--- config.mk ---
export PLATFORM = sky130hd
export DESIGN_NAME = sensor_reply_frame_checker_top_flat
export DESIGN_NICKNAME = d
export VERILOG_FILES = /design/src/hdl/srfc_pkg.sv /design/src/hdl/srfc_in_if.sv /design/src/hdl/srfc_out_if.sv /design/src/hdl/srfc_frame.sv /design/src/hdl/sensor_reply_frame_checker_top.sv /design/src/flat_wrapper.sv
export SDC_FILE = /design/constraint.sdc
export NUM_CORES = 1
export LEC_CHECK = 0
export BUFFER_PORTS_ARGS = -buffer_cell sky130_fd_sc_hd__buf_2
export CORE_MARGIN = 4
export CORE_UTILIZATION = 55
export CTS_CLUSTER_SIZE = 25
export DETAILED_ROUTE_END_ITERATION = 16
export PLACE_DENSITY = 0.74
export SYNTH_ARGS = -nofsm -noshare
export SYNTH_HDL_FRONTEND = slang
export SYNTH_HIERARCHICAL = 1
export SYNTH_SLANG_ARGS = --single-unit
--- constraint.sdc ---
create_clock -name clk -period 5.2 [get_ports clk]
set_clock_uncertainty 0.05 [all_clocks]
set_input_delay 0.52 -clock clk [delete_from_list [all_inputs] [get_ports clk]]
set_output_delay 0.52 -clock clk [all_outputs]
set_load 0.005 [all_outputs]
--- src/hdl/srfc_pkg.sv ---
package srfc_pkg;

	localparam int unsigned MAX_REPLY = 64;

	localparam logic [6:0]  COUNT_SAT = 7'd127;
	localparam logic [15:0] CRC_START = 16'hffff;
	localparam logic [15:0] CRC_POLY  = 16'ha001;

	localparam logic [6:0] MAX_REPLY_LEN = 7'(MAX_REPLY);
	localparam logic [6:0] MIN_REPLY_LEN = 7'd2;
	localparam logic [2:0] MAX_VALUE_SIZE = 3'd4;

	localparam logic [7:0] RST_EXP_ADDR  = 8'hfe;
	localparam logic [7:0] RST_EXP_FUNC  = 8'h44;
	localparam logic [6:0] RST_REPLY_LEN = 7'd7;
	localparam logic [5:0] RST_VALUE_POS = 6'd3;
	localparam logic [2:0] RST_VALUE_SIZE = 3'd2;

	typedef enum logic [2:0] {
		CFG_EXP_ADDR   = 3'd0,
		CFG_EXP_FUNC   = 3'd1,
		CFG_REPLY_LEN  = 3'd2,
		CFG_VALUE_POS  = 3'd3,
		CFG_VALUE_SIZE = 3'd4
	} cfg_index_t;

	typedef enum logic [1:0] {
		ST_OK      = 2'd0,
		ST_LENGTH  = 2'd1,
		ST_HEADER  = 2'd2,
		ST_CRC     = 2'd3
	} status_t;

	typedef struct packed {
		logic [7:0] expected_address;
		logic [7:0] expected_function;
		logic [6:0] reply_length;
		logic [5:0] value_position;
		logic [2:0] value_size;
	} cfg_t;

	function automatic logic [15:0] crc_byte(input logic [15:0] crc, input logic [7:0] b);
		logic [15:0] c;
		c = crc ^ {8'h00, b};
		for (int k = 0; k < 8; k++) begin
			if (c[0]) begin
				c = (c >> 1) ^ CRC_POLY;
			end else begin
				c = c >> 1;
			end
		end
		return c;
	endfunction

endpackage

--- src/hdl/srfc_in_if.sv ---
interface srfc_in_if;
	logic       valid;
	logic       ready;
	logic [7:0] rx_byte;
	logic       last_byte;

	modport source(output valid, output rx_byte, output last_byte, input ready);
	modport sink(input valid, input rx_byte, input last_byte, output ready);
endinterface

--- src/hdl/srfc_out_if.sv ---
interface srfc_out_if;
	logic        valid;
	logic        ready;
	logic [1:0]  status;
	logic [31:0] value;

	modport source(output valid, output status, output value, input ready);
	modport sink(input valid, input status, input value, output ready);
endinterface

--- src/hdl/srfc_frame.sv ---
module srfc_frame #(
	parameter int unsigned MAX_REPLY = srfc_pkg::MAX_REPLY
) (
	input  logic              clk,
	input  logic              arst_n,
	input  logic              accept,
	input  logic [7:0]        rx_byte,
	input  logic              last_byte,
	input  srfc_pkg::cfg_t    cfg,
	output srfc_pkg::status_t status,
	output logic [31:0]       value
);
	import srfc_pkg::*;

	localparam logic [6:0] MAX_LEN = 7'(MAX_REPLY);

	logic [6:0]  count_q;
	logic [15:0] crc_q;
	logic [15:0] rx_crc_q;
	logic        hdr_bad_q;
	logic [31:0] acc_q;

	logic        sat;
	logic [2:0]  size;
	logic [6:0]  val_end;
	logic        in_value;
	logic [6:0]  count_d;
	logic [15:0] crc_d;
	logic [15:0] rx_crc_d;
	logic        hdr_bad_d;
	logic [31:0] acc_d;
	logic [7:0]  len_seen;
	logic        len_bad;

	always_comb begin
		sat      = (count_q == COUNT_SAT);
		size     = (cfg.value_size > MAX_VALUE_SIZE) ? MAX_VALUE_SIZE : cfg.value_size;
		val_end  = {1'b0, cfg.value_position} + {4'd0, size};
		in_value = (size != 3'd0) && (count_q >= {1'b0, cfg.value_position})
			&& (count_q < val_end);

		hdr_bad_d = hdr_bad_q;
		acc_d     = acc_q;
		crc_d     = crc_q;
		if (!sat) begin
			if (count_q == 7'd0 && rx_byte != cfg.expected_address) begin
				hdr_bad_d = 1'b1;
			end
			if (count_q == 7'd1 && rx_byte != cfg.expected_function) begin
				hdr_bad_d = 1'b1;
			end
			if (in_value) begin
				acc_d = {acc_q[23:0], rx_byte};
			end
			if (count_q >= 7'd2) begin
				crc_d = crc_byte(crc_q, rx_crc_q[7:0]);
			end
		end
		rx_crc_d = {rx_byte, rx_crc_q[15:8]};
		count_d  = sat ? COUNT_SAT : count_q + 7'd1;

		len_seen = {1'b0, count_q} + 8'd1;
		len_bad  = sat || (len_seen != {1'b0, cfg.reply_length})
			|| (cfg.reply_length < MIN_REPLY_LEN) || (cfg.reply_length > MAX_LEN);
	end

	always_comb begin
		priority if (len_bad) begin
			status = ST_LENGTH;
		end else if (hdr_bad_d) begin
			status = ST_HEADER;
		end else if (crc_d != rx_crc_d) begin
			status = ST_CRC;
		end else begin
			status = ST_OK;
		end
		value = (status == ST_OK) ? acc_d : 32'd0;
	end

	always_ff @(posedge clk or negedge arst_n) begin
		if (!arst_n) begin
			count_q   <= 7'd0;
			crc_q     <= CRC_START;
			rx_crc_q  <= 16'd0;
			hdr_bad_q <= 1'b0;
			acc_q     <= 32'd0;
		end else if (accept) begin
			if (last_byte) begin
				count_q   <= 7'd0;
				crc_q     <= CRC_START;
				rx_crc_q  <= 16'd0;
				hdr_bad_q <= 1'b0;
				acc_q     <= 32'd0;
			end else begin
				count_q   <= count_d;
				crc_q     <= crc_d;
				rx_crc_q  <= rx_crc_d;
				hdr_bad_q <= hdr_bad_d;
				acc_q     <= acc_d;
			end
		end
	end

endmodule

--- src/hdl/sensor_reply_frame_checker_top.sv ---
// output: the result of a frame is registered and appears on out_ch in the cycle after its last byte is accepted
// throughput: one byte per cycle; a waiting result stalls input only if out_ch is not ready
// the cycle time is set by the eight unrolled crc bit steps and the status compare
// reset: async active low; clears frame state, the output register and loads the
// default configuration
module sensor_reply_frame_checker_top #(
	parameter int unsigned MAX_REPLY = srfc_pkg::MAX_REPLY
) (
	input  logic       clk,
	input  logic       arst_n,
	input  logic       cfg_we,
	input  logic [2:0] cfg_index,
	input  logic [7:0] cfg_wdata,
	srfc_in_if.sink    in_ch,
	srfc_out_if.source out_ch
);
	import srfc_pkg::*;

	cfg_t        cfg_q;
	logic        accept;
	status_t     status;
	logic [31:0] value;
	logic        out_valid_q;
	status_t     status_q;
	logic [31:0] value_q;

	always_ff @(posedge clk or negedge arst_n) begin
		if (!arst_n) begin
			cfg_q.expected_address  <= RST_EXP_ADDR;
			cfg_q.expected_function <= RST_EXP_FUNC;
			cfg_q.reply_length      <= RST_REPLY_LEN;
			cfg_q.value_position    <= RST_VALUE_POS;
			cfg_q.value_size        <= RST_VALUE_SIZE;
		end else if (cfg_we) begin
			unique case (cfg_index)
				CFG_EXP_ADDR:   cfg_q.expected_address  <= cfg_wdata;
				CFG_EXP_FUNC:   cfg_q.expected_function <= cfg_wdata;
				CFG_REPLY_LEN:  cfg_q.reply_length      <= cfg_wdata[6:0];
				CFG_VALUE_POS:  cfg_q.value_position    <= cfg_wdata[5:0];
				CFG_VALUE_SIZE: cfg_q.value_size        <= cfg_wdata[2:0];
				default: ;
			endcase
		end
	end

	assign in_ch.ready = !out_valid_q || out_ch.ready;
	assign accept      = in_ch.valid && in_ch.ready;

	srfc_frame #(
		.MAX_REPLY (MAX_REPLY)
	) u_frame (
		.clk       (clk),
		.arst_n    (arst_n),
		.accept    (accept),
		.rx_byte   (in_ch.rx_byte),
		.last_byte (in_ch.last_byte),
		.cfg       (cfg_q),
		.status    (status),
		.value     (value)
	);

	always_ff @(posedge clk or negedge arst_n) begin
		if (!arst_n) begin
			out_valid_q <= 1'b0;
		end else if (accept && in_ch.last_byte) begin
			out_valid_q <= 1'b1;
		end else if (out_ch.ready) begin
			out_valid_q <= 1'b0;
		end
	end

	always_ff @(posedge clk or negedge arst_n) begin
		if (!arst_n) begin
			status_q <= ST_OK;
			value_q  <= 32'd0;
		end else if (accept && in_ch.last_byte) begin
			status_q <= status;
			value_q  <= value;
		end
	end

	assign out_ch.valid  = out_valid_q;
	assign out_ch.status = status_q;
	assign out_ch.value  = value_q;

endmodule
--- src/flat_wrapper.sv ---
// flat-port wrapper written by rule: the top's interface ports become plain ports
module sensor_reply_frame_checker_top_flat import srfc_pkg::*;
#(
	parameter int unsigned MAX_REPLY = srfc_pkg::MAX_REPLY
)
  (clk, arst_n, cfg_we, cfg_index, cfg_wdata, in_ch_valid, in_ch_rx_byte, in_ch_last_byte, in_ch_ready, out_ch_valid, out_ch_status, out_ch_value, out_ch_ready);
  srfc_in_if in_ch_i ();
  srfc_out_if out_ch_i ();
  input  logic clk;
  input  logic arst_n;
  input  logic cfg_we;
  input  logic [2:0] cfg_index;
  input  logic [7:0] cfg_wdata;
  input wire logic [$bits(in_ch_i.valid)-1:0] in_ch_valid;
  input wire logic [$bits(in_ch_i.rx_byte)-1:0] in_ch_rx_byte;
  input wire logic [$bits(in_ch_i.last_byte)-1:0] in_ch_last_byte;
  output wire logic [$bits(in_ch_i.ready)-1:0] in_ch_ready;
  output wire logic [$bits(out_ch_i.valid)-1:0] out_ch_valid;
  output wire logic [$bits(out_ch_i.status)-1:0] out_ch_status;
  output wire logic [$bits(out_ch_i.value)-1:0] out_ch_value;
  input wire logic [$bits(out_ch_i.ready)-1:0] out_ch_ready;
  assign in_ch_i.valid = in_ch_valid;
  assign in_ch_i.rx_byte = in_ch_rx_byte;
  assign in_ch_i.last_byte = in_ch_last_byte;
  assign in_ch_ready = in_ch_i.ready;
  assign out_ch_valid = out_ch_i.valid;
  assign out_ch_status = out_ch_i.status;
  assign out_ch_value = out_ch_i.value;
  assign out_ch_i.ready = out_ch_ready;
  sensor_reply_frame_checker_top #(.MAX_REPLY(MAX_REPLY)) u_core (.clk(clk), .arst_n(arst_n), .cfg_we(cfg_we), .cfg_index(cfg_index), .cfg_wdata(cfg_wdata), .in_ch(in_ch_i), .out_ch(out_ch_i));
endmodule
### Word-level counts from Yosys, hierarchy flattened

Index checks and enable logic that the tools add are counted.

* flip-flop bits (word level): 139
* bits of input ports: 25
* logic and storage cells: 104

* add/sub/neg operators: 3
* magnitude comparators: 6
* equal/unequal tests: 10
* mux-type cells: 42
* bitwise logic cells: 9
* reduce and logical (&&, ||, !) cells: 21

Operators by type and width (number)
* 16-bit 2-to-1 mux: 26
* 32-bit 2-to-1 mux: 4
* 2-bit NOT with 3-bit output: 8
* 16-bit inequality test: 1
* 8-bit inequality test: 2
* 16-bit by 8-bit XOR with 16-bit output: 1
* 7-bit 2-to-1 mux: 2
* 2-bit AND reduction: 5
* 7-bit by 1-bit adder with 8-bit output (second input constant): 1
* 8-bit by 7-bit inequality test with 1-bit output: 1
* 6-bit by 3-bit adder with 7-bit output: 1
* 7-bit by 1-bit adder with 7-bit output (second input constant): 1
* 7-bit by 1-bit equality test with 1-bit output (second input constant): 1
* 7-bit equality test (second input constant): 1
* 7-bit by 2-bit greater-or-equal comparator with 1-bit output (second input constant): 1
* 7-bit by 6-bit greater-or-equal comparator with 1-bit output: 1
* 7-bit > comparator (second input constant): 1
* 7-bit zero test: 1
* 7-bit by 2-bit less-than comparator with 1-bit output (second input constant): 1
* 7-bit less-than comparator: 1
* 3-bit by 2-bit equality test with 1-bit output (second input constant): 2
* 1-bit logical AND: 6
* 1-bit 2-to-1 mux: 6
* 2-bit 2-to-1 mux: 3
* other kinds (10): 13

### Longest topological paths before layout

* depth in word-level cells: 39
* depth in mapped cells: 14
* mapped depth without buffers: 13

### Hierarchy

The synthesis kept the hierarchy.

Modules (own cells, without submodules)
* srfc_frame: instances 1, cells each 656, area each 5764.3 µm²
* sensor_reply_frame_checker_top: instances 1, cells each 150, area each 2582.5 µm²

### Least setup slack after synthesis

No wires, ideal clock.

* kind: reg2reg
* from: register u_core/cfg_q[1] in the netlist's numbering
* to: register u_core.value_q[11], in the netlist u_core/out_ch.value[11]
* library setup time: 0.125 ns
* data arrival time: 3.156 ns
* data required time: 5.025 ns
* path slack: 1.869 ns
* stages on the path, launching flop included: 14
* clock period less this slack: 3.331 ns
* cell sequence: dfstp_2 nor2b_1 ha_1 a21o_1 a21oi_1 nor3_1 xnor2_1 ha_1 a2111oi_0 o21ai_1 clkbuf_1 o21ai_0 a211oi_2 mux2_2

* cells in the longest elaborated chain, start to end: 8
* elaborated cells on any way between the ends: 10
* classes of those cells: 1 x add/sub; 2 x order compare; 4 x mux; 3 x reduce/logical

Ends and longest elaborated chain
* from (decl): line sensor_reply_frame_checker_top.sv:19 `cfg_t cfg_q;`
* 3-bit > comparator: line srfc_frame.sv:37 `size = (cfg.value_size > MAX_VALUE_SIZE) ? MAX_VALUE_SIZE : cfg.value_size;`
* 3-bit 2-to-1 mux (*): line srfc_frame.sv:37
* 6-bit by 3-bit adder with 7-bit output or 3-bit nonzero test (tied branches): line srfc_frame.sv:38, srfc_frame.sv:39
* 7-bit less-than comparator or 1-bit logical AND (tied branches): line srfc_frame.sv:40, srfc_frame.sv:39
* 1-bit logical AND (*): line srfc_frame.sv:40 `&& (count_q < val_end);`
* 32-bit 2-to-1 mux (*): line srfc_frame.sv:52 `if (in_value) begin`
* 32-bit 2-to-1 mux (*): line srfc_frame.sv:45 `if (!sat) begin`
* 32-bit 2-to-1 mux (*): line srfc_frame.sv:77 `value = (status == ST_OK) ? acc_d : 32'd0;`
* via u_core.value[11]: line sensor_reply_frame_checker_top.sv:22 `logic [31:0] value;`
* to (signal assigned): line sensor_reply_frame_checker_top.sv:78 `value_q <= value;`
* to (decl): line sensor_reply_frame_checker_top.sv:25 `logic [31:0] value_q;`

The timed path passes the listed nets; every way through them passes the cells marked *.
A chain may end at the register's enable or synchronous reset.

### Worst setup path in the final report

* from: register u_core/cfg_q[1] in the netlist's numbering
* to: register u_core.u_frame.acc_q[23]

* cells in the longest elaborated chain, start to end: 8
* elaborated cells on any way between the ends: 10
* classes of those cells: 1 x add/sub; 2 x order compare; 4 x mux; 3 x reduce/logical

Ends and longest elaborated chain
* 3-bit > comparator: line srfc_frame.sv:37
* 3-bit 2-to-1 mux (*): line srfc_frame.sv:37
* 6-bit by 3-bit adder with 7-bit output or 3-bit nonzero test (tied branches): line srfc_frame.sv:38, srfc_frame.sv:39
* 7-bit less-than comparator or 1-bit logical AND (tied branches): line srfc_frame.sv:40, srfc_frame.sv:39
* 1-bit logical AND (*): line srfc_frame.sv:40
* 32-bit 2-to-1 mux (*): line srfc_frame.sv:52
* 32-bit 2-to-1 mux (*): line srfc_frame.sv:45
* 32-bit 2-to-1 mux (*): line srfc_frame.sv:88 `if (last_byte) begin`
* to (signal assigned): line srfc_frame.sv:86 `acc_q <= 32'd0;`
* to (signal assigned): line srfc_frame.sv:93 `acc_q <= 32'd0;`
* to (signal assigned): line srfc_frame.sv:99 `acc_q <= acc_d;`
* to (decl): line srfc_frame.sv:21 `logic [31:0] acc_q;`

Every way passes the cells marked *; elsewhere a longest branch is shown, timed or not.

==> summary.md <==
| Metric | Value |
|---|---|
| Tcrit/Tclk final | `0.835` |
| Worst path top cell family by delay | `compound AO/OA/AOI/OAI gates` |
| Layout cells sized above 1 | `0.301` |
| Core ar. | `~0.015 mm2` |
| Peak VDD IR | `about 0.00025 V` |
| Final instance area | `0.00921 mm2` |
| Leakage | `~3.8 nW` |
| Num CTS Buffers | `17` |
| Die X | `approximately 130 um` |
| Synthesized cell area | `roughly 0.0083 mm2` |
| GRT overflow | `0` |
| Max FO, Critical Path | `33` |
| Clock sink total | `~140` |
| CTS-repair resized insts | `0` |
| Unrepaired setup endpoints after global routing | `false` |
| Fillers | `about 1.1k` |
| Crit Path Class | `reg -> reg` |
| Initial DRC Count | `slightly below 800` |
| Pwr Density | `approximately 450 mW/mm2` |
| Top cell type's share of synthesized area | `0.324` |
| Hold buffer count at cts | `0` |
| Critical Path, Cell by Cell | `nor2b_1 -> ha_1 -> a21o_1 -> a21oi_1 -> nor3_1 -> xnor2_1 -> ha_1 -> a2111oi_0 -> o21a_1 -> buf_4 -> nand2_1 -> buf_4 -> a311o_1` |
| Status | `finished, final reports clean` |
| Mapped Nets | `851` |
| Ranking of synthesized cells by area | `dfrtp_1 (32%), dfstp_2 (9.8%), mux2_2 (8.9%), a211oi_2 (4.3%), xnor2_1 (4.2%)` |
| Multi-input logic area | `around 0.0044 mm2` |
| Area Overhead vs Synth | `10.4%` |
| 1st-pass router iterations | `5` |
| Initial Util | `0.568` |
| Sequential share of the synthesized area | `0.421` |
| Initial antenna violation count | `0` |
| Crit-path slowest cell | `a2111oi_0` |
| Final routed DRC violation total | `0` |
| Final Hold Viols | `0` |
| CP arrival | `4.60 ns` |
| DIE AREA | `0.0172 mm2` |
| Startpoint Class | `register` |
| Routed via count | `~6.5k` |
| Slew Viols, Final | `0` |
| WL/cell | `20.0 um` |
| Clock root buffer | `clkbuf_16` |
| Final setup vio count | `0` |
| Hold_ws | `0.182 ns` |
| GP Congestion | `roughly 0.87` |
| Reg power frac | `0.385` |
| Post-placement setup slack | `~0.93 ns` |
| Vias/cell | `6.39` |
| I/O Buffers | `60` |
| Mapped Cells | `roughly 810` |
| Post-DP HPWL | `about 13000 um` |
| Boundary pin count | `61` |
| Yosys reg bits | `approximately 140` |
| Crit path largest cell delay | `about 0.96 ns` |
| Slew Limit Headroom | `0.220` |
| Row count | `44` |
| Sw power | `1.53 mW` |
| Worst hold path type | `in -> async` |
| Asr flop ratio synth | `1.00` |
| Count leader, synth | `dfrtp_1` |
| Clock transition at the registers of the reported paths | `0.06 ns` |
| Dominant synthesized flop cell | `dfrtp_1` |
| Post-synth top cells | `dfrtp_1 (108), mux2_2 (66), nand2_1 (52)` |
| Syn avg cell area | `between 10 and 15 um2` |
| Synth cell types | `60` |
| Dpl cell area | `0.00864 mm2` |
| Setup TNS | `0 ns` |
| Largest net degree at the start of global routing | `about 100` |
| H-tree depth | `4` |
| First-pass GRT wire length | `around 34000 um` |
| Clock power share | `0.283` |
| Number of synthesized flops with an enable pin | `0` |
| Routed Antenna Nets | `0` |
| Switching part of the total power | `0.369` |
| Routed wire length | `around 20000 um` |
| Setup slack after layout | `approximately 0.86 ns` |
| # diodes | `0` |
| Worst path required time | `about 5.5 ns` |
| Seq. cell area | `about 0.0035 mm2` |
| Vias in the first global route | `about 6.4k` |
| CTS Buffer Depth | `2` |
| Internal power | `~2.6 mW` |
| Clk_lat worst skew | `between 0.4 and 0.5 ns` |
| CP endpoint kind | `register` |
| Worst-Margin Slew | `around 1.1 ns` |
| Layout Nets | `867` |
| Peak Freq | `between 200 and 250 MHz` |
| Total track usage | `0.240` |
| Number of synthesis warnings | `6` |
| Comb pwr share | `0.332` |
| Leading area contributor after synthesis | `dfrtp_1` |
| Buffer and inverter count on the worst path | `2` |
| CTS tree | `done` |
| Max Cap Viol | `0` |
| Post-route minimum period | `4.34 ns` |
| Height of the die | `around 130 um` |
| Post-CTS setup buffers | `0` |
## cell usage in the layout (no fill, tap or decap), drive strengths merged, types with 13 or more instances in the layout
cell,netlist,layout
a311o,32,32
o22a,13,13
o21ai,53,53
a21oi,23,23
mux2,66,66
clkbuf,51,18
nand2,52,52
inv,19,23
dfrtp,108,108
nor4,35,35
ha,19,19
a211oi,33,33
buf,23,71
xnor2,43,43
nor2b,44,44
nand3,47,47
dfstp,31,31
## registers in the layout (all words and copies together), names as in the netlist
name / flops
u_core/cfg_q: 32
u_core/out_ch.value: 32
u_core/u_frame/acc_q: 32
u_core/u_frame/crc_q: 16
u_core/u_frame/rx_crc_q: 16
u_core/u_frame/count_q: 7
u_core/out_ch.status: 2
u_core/out_ch.valid: 1
u_core/u_frame/hdr_bad_q: 1
## power by group through the flow
stage          clock network, mW  logic [mW]  registers [mW]
6_report                    1.17        1.37            1.59
5_1_grt                     1.24        1.50            1.63
4_1_cts                     1.19        1.36            1.59
3_5_place_dp                   0        1.35            1.60
3_3_place_gp                   0        1.29            1.59
2_1_floorplan                  0        1.11            1.51
## cell type report
type / instances / share of cell area
Multi-Input combinational cell: 574 / 0.482
Timing Repair Buffer: 71 / 0.0422
Clock inverter: 14 / 0.0151
Tap cell: 184 / 0.0250
Sequential cell: 139 / 0.382
Inverter: 19 / 0.00774
Clock buffer: 18 / 0.0466
## final timing paths
kind | to | cells past startpoint | slack (ns) | from
worst max-delay path | u_core/u_frame/acc_q[23]$_DFFE_PN0P_ | 13 | 0.86 | u_core/cfg_q[1]$_DFFE_PN1P_
worst min register to register | u_core/out_ch.value[28]$_DFFE_PN0P_ | 1 | 0.45 | u_core/out_ch.value[28]$_DFFE_PN0P_
max in group asynchronous | u_core/u_frame/acc_q[1]$_DFFE_PN0P_ | 2 | 3.87 | arst_n
worst max register to register | u_core/u_frame/acc_q[23]$_DFFE_PN0P_ | 13 | 0.86 | u_core/cfg_q[1]$_DFFE_PN1P_
min in group clk | u_core/cfg_q[31]$_DFFE_PN1P_ | 2 | 0.29 | cfg_wdata[7]
worst min-delay path | u_core/u_frame/rx_crc_q[4]$_DFFE_PN0P_ | 1 | 0.18 | arst_n
## layer usage
| metal | up-vias | wire [um] | global-route usage |
|---|---|---|---|
| met5 | - | 0 | 0 |
| li1 | 3008 | - | - |
| met3 | 32 | 1290 | 0.0593 |
| met2 | 233 | 9520 | 0.367 |
| met1 | 3238 | 9230 | 0.337 |
| met4 | 0 | 374 | 0.0793 |
## metrics by stage
stage          total power, mW  utilization  std cells
5_1_grt                   4.36        0.627       1019
2_1_floorplan             2.62            -        806
3_5_place_dp              2.95        0.588        987
3_3_place_gp              2.88        0.588        987
4_1_cts                   4.14        0.627       1019
6_report                  4.14        0.627       1019
## kinds of logic after synthesis
family	Yosys count	synth area share
xor+xnor	56	0.0652
simple gates	231	0.155
buf+inv	93	0.0492
fa+ha+maj	20	0.0309
compound gates	197	0.184
mux	70	0.0938
flops	139	0.421
(Power assumes the default switching activity.)
